File: src/design/qeps_pkg.sv
// ----------------------------------------------------------------------------
// qeps_pkg
// Shared types and constants for the quadrature encoder period speed block.
// ----------------------------------------------------------------------------
`default_nettype none

package qeps_pkg;

   localparam int TIME_WIDTH_DEFAULT  = 32;
   localparam int COUNT_WIDTH_DEFAULT = 32;

   localparam int SCALE_WIDTH = 32;
   localparam int POS_WIDTH   = 32;
   localparam int SPEED_WIDTH = 33;

   localparam int CSR_INDEX_WIDTH = 1;
   localparam int CSR_DATA_WIDTH  = 32;

   localparam logic [SCALE_WIDTH-1:0] SCALE_RESET = 32'd13994000;
   localparam logic [SCALE_WIDTH-1:0] SPEED_SAT   = 32'hFFFF_FFFF;

   // one quotient bit per divider step
   localparam int DIV_STEPS       = SCALE_WIDTH;
   localparam int STEP_CNT_WIDTH  = $clog2(DIV_STEPS);
   localparam logic [STEP_CNT_WIDTH-1:0] STEP_LAST = STEP_CNT_WIDTH'(DIV_STEPS - 1);

   typedef enum logic [CSR_INDEX_WIDTH-1:0] {
      REG_SPEED_SCALE = 1'b0,
      REG_INVERT_DIR  = 1'b1
   } reg_index_type;

   typedef enum logic [2:0] {
      ST_IDLE  = 3'b001,
      ST_DIV   = 3'b010,
      ST_WRITE = 3'b100
   } state_type;

   typedef struct packed {
      logic accept;
      logic div_step;
      logic load_out;
   } cmd_type;

   typedef struct packed {
      logic out_free;
   } status_type;

endpackage

`default_nettype wire

File: src/design/qeps_if.sv
// ----------------------------------------------------------------------------
// qeps interfaces
// Valid/ready channels for encoder samples, results and register writes.
// ----------------------------------------------------------------------------
`default_nettype none

interface qeps_req_if;
   logic valid;
   logic ready;
   logic phase_a;
   logic phase_b;
   modport source (output valid, output phase_a, output phase_b, input ready);
   modport sink   (input valid, input phase_a, input phase_b, output ready);
endinterface

interface qeps_rsp_if;
   logic               valid;
   logic               ready;
   logic signed [31:0] position_count;
   logic signed [32:0] speed_mrad;
   logic               just_reversed;
   modport source (output valid, output position_count, output speed_mrad,
                   output just_reversed, input ready);
   modport sink   (input valid, input position_count, input speed_mrad,
                   input just_reversed, output ready);
endinterface

interface qeps_csr_if;
   logic        valid;
   logic        ready;
   logic [0:0]  index;
   logic [31:0] data;
   modport source (output valid, output index, output data, input ready);
   modport sink   (input valid, input index, input data, output ready);
endinterface

`default_nettype wire

File: src/design/qeps_ctrl.sv
// ----------------------------------------------------------------------------
// qeps_ctrl
// Sequencer: takes a request, runs the divider steps, hands off the result.
// ----------------------------------------------------------------------------
`default_nettype none

module qeps_ctrl (
   input  wire                  clock,
   input  wire                  reset,
   input  wire                  req_valid,
   output logic                 req_ready,
   input  qeps_pkg::status_type status,
   output qeps_pkg::cmd_type    cmd
);
   import qeps_pkg::*;

   state_type                 state_ff, state_in;
   logic [STEP_CNT_WIDTH-1:0] step_ff, step_in;

   always_comb begin
      state_in     = state_ff;
      step_in      = step_ff;
      req_ready    = 1'b0;
      cmd.accept   = 1'b0;
      cmd.div_step = 1'b0;
      cmd.load_out = 1'b0;
      unique case (state_ff)
         ST_IDLE: begin
            req_ready = 1'b1;
            if (req_valid) begin
               cmd.accept = 1'b1;
               step_in    = '0;
               state_in   = ST_DIV;
            end
         end
         ST_DIV: begin
            cmd.div_step = 1'b1;
            step_in      = step_ff + 1'b1;
            if (step_ff == STEP_LAST) begin
               state_in = ST_WRITE;
            end
         end
         ST_WRITE: begin
            if (status.out_free) begin
               cmd.load_out = 1'b1;
               state_in     = ST_IDLE;
            end
         end
         default: begin
            state_in = ST_IDLE;
         end
      endcase
   end

   always_ff @(posedge clock) begin
      if (reset) begin
         state_ff <= ST_IDLE;
         step_ff  <= '0;
      end else begin
         state_ff <= state_in;
         step_ff  <= step_in;
      end
   end

endmodule

`default_nettype wire

File: src/design/qeps_dp.sv
// ----------------------------------------------------------------------------
// qeps_dp
// Encoder state, period selection, restoring divider and result register.
// ----------------------------------------------------------------------------
`default_nettype none

module qeps_dp #(
   parameter int TIME_WIDTH  = qeps_pkg::TIME_WIDTH_DEFAULT,
   parameter int COUNT_WIDTH = qeps_pkg::COUNT_WIDTH_DEFAULT
) (
   input  wire                                    clock,
   input  wire                                    reset,
   input  qeps_pkg::cmd_type                      cmd,
   output qeps_pkg::status_type                   status,
   input  wire                                    csr_valid,
   input  wire  [qeps_pkg::CSR_INDEX_WIDTH-1:0]   csr_index,
   input  wire  [qeps_pkg::CSR_DATA_WIDTH-1:0]    csr_data,
   input  wire                                    phase_a,
   input  wire                                    phase_b,
   output logic                                   rsp_valid,
   input  wire                                    rsp_ready,
   output logic signed [qeps_pkg::POS_WIDTH-1:0]   position_count,
   output logic signed [qeps_pkg::SPEED_WIDTH-1:0] speed_mrad,
   output logic                                   just_reversed
);
   import qeps_pkg::*;

   // configuration
   logic [SCALE_WIDTH-1:0] scale_ff;
   logic                   invert_ff;

   // encoder state
   logic [TIME_WIDTH-1:0]  time_now_ff, time_now_in;
   logic [TIME_WIDTH-1:0]  last_edge_ff, last_edge_in;
   logic [TIME_WIDTH-1:0]  prev_edge_ff, prev_edge_in;
   logic [COUNT_WIDTH-1:0] count_ff, count_in;
   logic [1:0]             motion_ff, motion_in;
   logic                   last_a_ff;

   // divider
   logic [TIME_WIDTH-1:0]  divisor_ff, divisor_in;
   logic                   zero_ff;
   logic [TIME_WIDTH-1:0]  rem_ff, rem_in;
   logic [SCALE_WIDTH-1:0] quo_ff, quo_in;
   logic [TIME_WIDTH:0]    rem_shift;
   logic [TIME_WIDTH:0]    rem_diff;

   // result register
   logic                          rsp_valid_ff;
   logic signed [POS_WIDTH-1:0]   pos_ff;
   logic signed [SPEED_WIDTH-1:0] speed_ff;
   logic                          rev_ff;

   logic                   is_edge, down, backward;
   logic [TIME_WIDTH-1:0]  period, since;
   logic [SCALE_WIDTH-1:0] mag;
   logic [SPEED_WIDTH-1:0] mag_ext;
   logic [POS_WIDTH-1:0]   count_32;

   always_ff @(posedge clock) begin
      if (reset) begin
         scale_ff  <= SCALE_RESET;
         invert_ff <= 1'b0;
      end else if (csr_valid) begin
         unique case (reg_index_type'(csr_index))
            REG_SPEED_SCALE: scale_ff  <= csr_data[SCALE_WIDTH-1:0];
            REG_INVERT_DIR:  invert_ff <= csr_data[0];
            default: ;
         endcase
      end
   end

   // edge handling and period selection
   always_comb begin
      is_edge      = phase_a != last_a_ff;
      down         = (phase_a ^ phase_b) ^ invert_ff;
      backward     = motion_ff[0];
      prev_edge_in = prev_edge_ff;
      last_edge_in = last_edge_ff;
      count_in     = count_ff;
      motion_in    = motion_ff;
      if (is_edge) begin
         prev_edge_in = last_edge_ff;
         last_edge_in = time_now_ff;
         if (down) begin
            count_in  = count_ff - 1'b1;
            motion_in = backward ? 2'b01 : 2'b11;
         end else begin
            count_in  = count_ff + 1'b1;
            motion_in = backward ? 2'b10 : 2'b00;
         end
      end
      time_now_in = time_now_ff + 1'b1;
      period      = last_edge_in - prev_edge_in;
      since       = time_now_ff - last_edge_in;
      divisor_in  = (period > since) ? period : since;
   end

   always_ff @(posedge clock) begin
      if (reset) begin
         time_now_ff  <= '0;
         last_edge_ff <= '0;
         prev_edge_ff <= '0;
         count_ff     <= '0;
         motion_ff    <= 2'b00;
         last_a_ff    <= 1'b1;
      end else if (cmd.accept) begin
         time_now_ff  <= time_now_in;
         last_edge_ff <= last_edge_in;
         prev_edge_ff <= prev_edge_in;
         count_ff     <= count_in;
         motion_ff    <= motion_in;
         last_a_ff    <= phase_a;
      end
   end

   // restoring divider, one quotient bit per step
   always_comb begin
      rem_shift = {rem_ff, quo_ff[SCALE_WIDTH-1]};
      rem_diff  = rem_shift - {1'b0, divisor_ff};
      if (!rem_diff[TIME_WIDTH]) begin
         rem_in = rem_diff[TIME_WIDTH-1:0];
         quo_in = {quo_ff[SCALE_WIDTH-2:0], 1'b1};
      end else begin
         rem_in = rem_shift[TIME_WIDTH-1:0];
         quo_in = {quo_ff[SCALE_WIDTH-2:0], 1'b0};
      end
   end

   always_ff @(posedge clock) begin
      if (cmd.accept) begin
         divisor_ff <= divisor_in;
         zero_ff    <= divisor_in == '0;
         rem_ff     <= '0;
         quo_ff     <= scale_ff;
      end else if (cmd.div_step) begin
         rem_ff <= rem_in;
         quo_ff <= quo_in;
      end
   end

   // position count to the output width
   generate
      if (COUNT_WIDTH >= POS_WIDTH) begin : g_pos_trunc
         assign count_32 = count_ff[POS_WIDTH-1:0];
      end else begin : g_pos_ext
         assign count_32 = {{(POS_WIDTH-COUNT_WIDTH){count_ff[COUNT_WIDTH-1]}}, count_ff};
      end
   endgenerate

   always_comb begin
      mag     = zero_ff ? SPEED_SAT : quo_ff;
      mag_ext = {1'b0, mag};
      if (motion_ff[1]) begin
         mag_ext = '0;
      end else if (motion_ff[0]) begin
         mag_ext = '0 - {1'b0, mag};
      end
   end

   assign status.out_free = !rsp_valid_ff || rsp_ready;

   always_ff @(posedge clock) begin
      if (reset) begin
         rsp_valid_ff <= 1'b0;
      end else if (cmd.load_out) begin
         rsp_valid_ff <= 1'b1;
      end else if (rsp_ready) begin
         rsp_valid_ff <= 1'b0;
      end
   end

   always_ff @(posedge clock) begin
      if (cmd.load_out) begin
         pos_ff   <= count_32;
         speed_ff <= mag_ext;
         rev_ff   <= motion_ff[1];
      end
   end

   assign rsp_valid      = rsp_valid_ff;
   assign position_count = pos_ff;
   assign speed_mrad     = speed_ff;
   assign just_reversed  = rev_ff;

endmodule

`default_nettype wire

File: src/design/quadrature_encoder_period_speed.sv
// ----------------------------------------------------------------------------
// quadrature_encoder_period_speed
// Requests are taken one at a time: the 32-step divider must finish and the result
// must be loaded into the result register before the next request is taken.
// The result register lets the next request in while a result waits.
// Reset: synchronous, active high; scale 13994000, phase A high, counts zero.
// ----------------------------------------------------------------------------
`default_nettype none

module quadrature_encoder_period_speed #(
   parameter int TIME_WIDTH  = qeps_pkg::TIME_WIDTH_DEFAULT,
   parameter int COUNT_WIDTH = qeps_pkg::COUNT_WIDTH_DEFAULT
) (
   input  wire         clock,
   input  wire         reset,
   qeps_req_if.sink    req_ch,
   qeps_rsp_if.source  rsp_ch,
   qeps_csr_if.sink    csr_ch
);
   import qeps_pkg::*;

   cmd_type    cmd;
   status_type status;

   assign csr_ch.ready = 1'b1;

   qeps_ctrl u_ctrl (
      .clock     (clock),
      .reset     (reset),
      .req_valid (req_ch.valid),
      .req_ready (req_ch.ready),
      .status    (status),
      .cmd       (cmd)
   );

   qeps_dp #(
      .TIME_WIDTH  (TIME_WIDTH),
      .COUNT_WIDTH (COUNT_WIDTH)
   ) u_dp (
      .clock          (clock),
      .reset          (reset),
      .cmd            (cmd),
      .status         (status),
      .csr_valid      (csr_ch.valid),
      .csr_index      (csr_ch.index),
      .csr_data       (csr_ch.data),
      .phase_a        (req_ch.phase_a),
      .phase_b        (req_ch.phase_b),
      .rsp_valid      (rsp_ch.valid),
      .rsp_ready      (rsp_ch.ready),
      .position_count (rsp_ch.position_count),
      .speed_mrad     (rsp_ch.speed_mrad),
      .just_reversed  (rsp_ch.just_reversed)
   );

endmodule

`default_nettype wire

File: src/flat_wrapper.sv
// flat-port wrapper written by rule: the top's interface ports become plain ports
module quadrature_encoder_period_speed_flat import qeps_pkg::*;
#(
   parameter int TIME_WIDTH  = qeps_pkg::TIME_WIDTH_DEFAULT,
   parameter int COUNT_WIDTH = qeps_pkg::COUNT_WIDTH_DEFAULT
)
  (clock, reset, req_ch_valid, req_ch_phase_a, req_ch_phase_b, req_ch_ready, rsp_ch_valid, rsp_ch_position_count, rsp_ch_speed_mrad, rsp_ch_just_reversed, rsp_ch_ready, csr_ch_valid, csr_ch_index, csr_ch_data, csr_ch_ready);
  qeps_req_if req_ch_i ();
  qeps_rsp_if rsp_ch_i ();
  qeps_csr_if csr_ch_i ();
  input  wire clock;
  input  wire reset;
  input wire logic [$bits(req_ch_i.valid)-1:0] req_ch_valid;
  input wire logic [$bits(req_ch_i.phase_a)-1:0] req_ch_phase_a;
  input wire logic [$bits(req_ch_i.phase_b)-1:0] req_ch_phase_b;
  output wire logic [$bits(req_ch_i.ready)-1:0] req_ch_ready;
  output wire logic [$bits(rsp_ch_i.valid)-1:0] rsp_ch_valid;
  output wire logic [$bits(rsp_ch_i.position_count)-1:0] rsp_ch_position_count;
  output wire logic [$bits(rsp_ch_i.speed_mrad)-1:0] rsp_ch_speed_mrad;
  output wire logic [$bits(rsp_ch_i.just_reversed)-1:0] rsp_ch_just_reversed;
  input wire logic [$bits(rsp_ch_i.ready)-1:0] rsp_ch_ready;
  input wire logic [$bits(csr_ch_i.valid)-1:0] csr_ch_valid;
  input wire logic [$bits(csr_ch_i.index)-1:0] csr_ch_index;
  input wire logic [$bits(csr_ch_i.data)-1:0] csr_ch_data;
  output wire logic [$bits(csr_ch_i.ready)-1:0] csr_ch_ready;
  assign req_ch_i.valid = req_ch_valid;
  assign req_ch_i.phase_a = req_ch_phase_a;
  assign req_ch_i.phase_b = req_ch_phase_b;
  assign req_ch_ready = req_ch_i.ready;
  assign rsp_ch_valid = rsp_ch_i.valid;
  assign rsp_ch_position_count = rsp_ch_i.position_count;
  assign rsp_ch_speed_mrad = rsp_ch_i.speed_mrad;
  assign rsp_ch_just_reversed = rsp_ch_i.just_reversed;
  assign rsp_ch_i.ready = rsp_ch_ready;
  assign csr_ch_i.valid = csr_ch_valid;
  assign csr_ch_i.index = csr_ch_index;
  assign csr_ch_i.data = csr_ch_data;
  assign csr_ch_ready = csr_ch_i.ready;
  quadrature_encoder_period_speed #(.TIME_WIDTH(TIME_WIDTH), .COUNT_WIDTH(COUNT_WIDTH)) u_core (.clock(clock), .reset(reset), .req_ch(req_ch_i), .rsp_ch(rsp_ch_i), .csr_ch(csr_ch_i));
endmodule
File: config.mk
export PLATFORM = sky130hd
export DESIGN_NAME = quadrature_encoder_period_speed_flat
export DESIGN_NICKNAME = d
export VERILOG_FILES = /design/src/design/qeps_pkg.sv /design/src/design/qeps_if.sv /design/src/design/qeps_ctrl.sv /design/src/design/qeps_dp.sv /design/src/design/quadrature_encoder_period_speed.sv /design/src/flat_wrapper.sv
export SDC_FILE = /design/constraint.sdc
export NUM_CORES = 1
export LEC_CHECK = 0
export BUFFER_PORTS_ARGS = -buffer_cell sky130_fd_sc_hd__buf_2
export CAP_MARGIN = 20
export CORE_ASPECT_RATIO = 0.6
export CORE_UTILIZATION = 50
export DETAILED_ROUTE_END_ITERATION = 8
export PLACE_DENSITY = 0.67
export SYNTH_ARGS = -nofsm -noshare
export SYNTH_HDL_FRONTEND = slang
export SYNTH_SLANG_ARGS = --single-unit
File: constraint.sdc
create_clock -name clock -period 18 [get_ports clock]
set_input_delay 0.9 -clock clock [delete_from_list [all_inputs] [get_ports clock]]
set_output_delay 0.9 -clock clock [all_outputs]
set_load 0.005 [all_outputs]
==> results.ini <==
[outcome]
status=finished clean

[hold_path]
hold_depth=2
hold_path.class=flop to flop
hold_start=u_core.u_dp.prev_edge_ff[19]
holdPathEnd=u_core.u_dp.prev_edge_ff[19]

[synthesis]
yosysTopAreaCellShare_pct=19.45
synth_common_cells=nand2_1, a21oi_1, dfxtp_1, nor2_1, ha_1
synth_cell_types=75
ys_warn_count=0
netlist.top_cell.by_area=dfxtp_1
synth_most_common_cell=nand2_1
async_flop_share_pct=0
synth_nets=2700
synth_edf_count=131
seq_area_frac_synth_pct=38.10
syn_area_per_cell_um2=8.412
synth-seq-cells=336
syn_area_mm2=0.02110
ys.flop_type=dfxtp_1
netlist_instances=2508
synth.area.top_cells=dfxtp_1, edfxtp_1, ha_1

[clock_network]
cts_buffers=35
cts_num_sinks=336
clk_latency_ps=540
ctsHoldBuffers=0
cts_buffer_depth=3
cts_root_buf=clkbuf_16
clk_pin_slew_ps=60
cts_tree=done
post_cts_buffers=0
cts_resized=0
cts_max_level=2

[routing]
drt_first_pass_iters=5
wire_per_inst_um=17.59
drc=0
wirelength_mm=55.24
drt_iter0_markers=1821
vias=18140
ant_nets=0
via_per_inst=5.775

[floorplanning]
start_util_pct=51.44
dieArea_mm2=0.04305
rows=57
num_io_pins=109
die-height_um=161.1
die_x_um=267.2
core_mm2=0.04101

[worst_setup_path]
worstPathRequired_ps=18370
cp.arrival_ps=10620
path_class=input port to flop
slowest_stage=o31ai_2
max_stage_delay_ps=670
timing.rr.start=u_core.u_dp.last_a_ff
end_kind=flop
start_kind=input port
rr_worst_depth=35
path_max_fanout=55
rrSetupSlack_ps=7790
r2r-end=u_core.u_dp.zero_ff

[cells_and_area]
diodes=0
final_util_pct=56.64
fin_nets=2747
layout-drive-gt1-share_pct=9.415
syn2layout_area_growth_pct=10.10

[sta]
slew_violations=0
hold_violations=0
slew_headroom_pct=34.26
max_freq_mhz=97.53
layout_min_cycle_time_ps=10250
tightest_slew_ps=986.1
holdWs_ps=453.0
tns_ps=0
setup_violations=0
finClkSkew_ps=23.95
grt_setup_unrepaired=no
period_share_pct=56.96

[placed_design]
dp_hpwl_mm=39.82
portBuffers=107
place.gp.congestion=0.9440

[power]
powerDensity_mw_per_mm2=87.57
leakagePower_nw=9.723
ir_worst_vdd_mv=0.07172

[global_route]
grt_pass1_wl_mm=88.11
grt.total_usage_pct=25.34
grt_pass1_vias=16450
grt_max_degree=92
antenna_found_initial=2
gr-total-overflow=0

[run]
cap_violations=0

## placed cells by master, fill, tap and decap left out, drive strengths merged, types with 50 or more instances in the layout
| master | instances |
|---|---|
| o21ai | 93 |
| nand2 | 427 |
| buf | 129 |
| a21oi | 251 |
| dfxtp | 205 |
| xor2 | 50 |
| nor2 | 205 |
| a21o | 54 |
| ha | 149 |
| inv | 109 |
| nand3 | 103 |
| edfxtp | 131 |
| xnor2 | 112 |
## how the worst max path moves through the flow
stage	startpoint	to	slack (ps)	cells past startpoint
after floorplan	req_ch_phase_a	u_core.u_dp.zero_ff	8380	37
after global placement	req_ch_phase_a	u_core.u_dp.zero_ff	7490	36
after detailed placement	req_ch_phase_a	u_core.u_dp.zero_ff	7350	36
after CTS	req_ch_phase_a	u_core.u_dp.zero_ff	7850	36
after global routing	req_ch_phase_a	u_core.u_dp.zero_ff	7070	36
final	req_ch_phase_a	u_core.u_dp.zero_ff	7750	36
## cells by family after synthesis
family                     share of synthesized area (%)
buffers and inverters                              4.075
and+or+nand+nor                                    20.90
AOI/OAI and AO/OA                                  16.80
other                                            0.01778
adders and majority gates                          9.406
DFF                                                38.10
xor gates and xnor gates                           6.797
muxes                                              3.908
## state kept, by name, indices dropped and copies added, names as in the netlist, 5 cells and up
register	flops
u_core.u_dp.divisor_ff	32
u_core.u_dp.prev_edge_ff	32
u_core.u_dp.speed_mrad	33
u_core.u_dp.quo_ff	32
u_core.u_ctrl.step_ff	5
u_core.u_dp.time_now_ff	32
u_core.u_dp.last_edge_ff	32
u_core.u_dp.rem_ff	32
u_core.u_dp.scale_ff	32
u_core.u_dp.position_count	32
u_core.u_dp.count_32	32
## metrics by stage
stage | cells | instance area (um2) | total power [mW] | setup slack [ps]
after floorplan | 2508 | 21100 | 1.221 | 8385
after global placement | 3078 | 22140 | 1.327 | 7489
after detailed placement | 3078 | 22140 | 1.338 | 7353
after CTS | 3141 | 23230 | 2.043 | 7850
after global routing | 3141 | 23230 | 2.130 | 7071
final | 3141 | 23230 | 2.034 | 7747
## final cells by class
| class | instances | area (um2) |
|---|---|---|
| Timing Repair Buffer | 129 | 703.2 |
| Tap cell | 560 | 700.7 |
| Multi-Input combinational cell | 1945 | 12290 |
| Inverter | 108 | 405.4 |
| Fill cell | 3679 | 17780 |
| Sequential cell | 336 | 8038 |
| Clock inverter | 18 | 127.6 |
| Clock buffer | 45 | 964.7 |
## power breakdown
| group | total, mW | internal, mW | switching [mW] | leakage, nW |
|---|---|---|---|---|
| clock | 0.701 | 0.385 | 0.316 | 0.540 |
| combinational | 0.468 | 0.179 | 0.289 | 6.31 |
| sequential | 0.865 | 0.838 | 0.0270 | 2.88 |
| total | 2.03 | 1.40 | 0.632 | 9.72 |
## worst max-delay path: cells and delay by family
| kind | cells | cell delay (ps) |
|---|---|---|
| fa+ha+maj | 3 | 740 |
| xor+xnor | 2 | 280 |
| buf+inv | 4 | 1530 |
| simple gates | 11 | 2800 |
| compound gates | 15 | 4200 |
| mux | 1 | 110 |
## routing by layer
layer	GRT usage (%)	share of wire (%)	wire, um	vias up
met1	40.91	52	28600	8543
met2	34.65	39	21660	593
li1	-	-	-	8939
met3	4.604	7.7	4237	65
met5	0	0	0	-
met4	4.284	1.3	743	0
No activity file was read; power rests on OpenSTA's default activity.
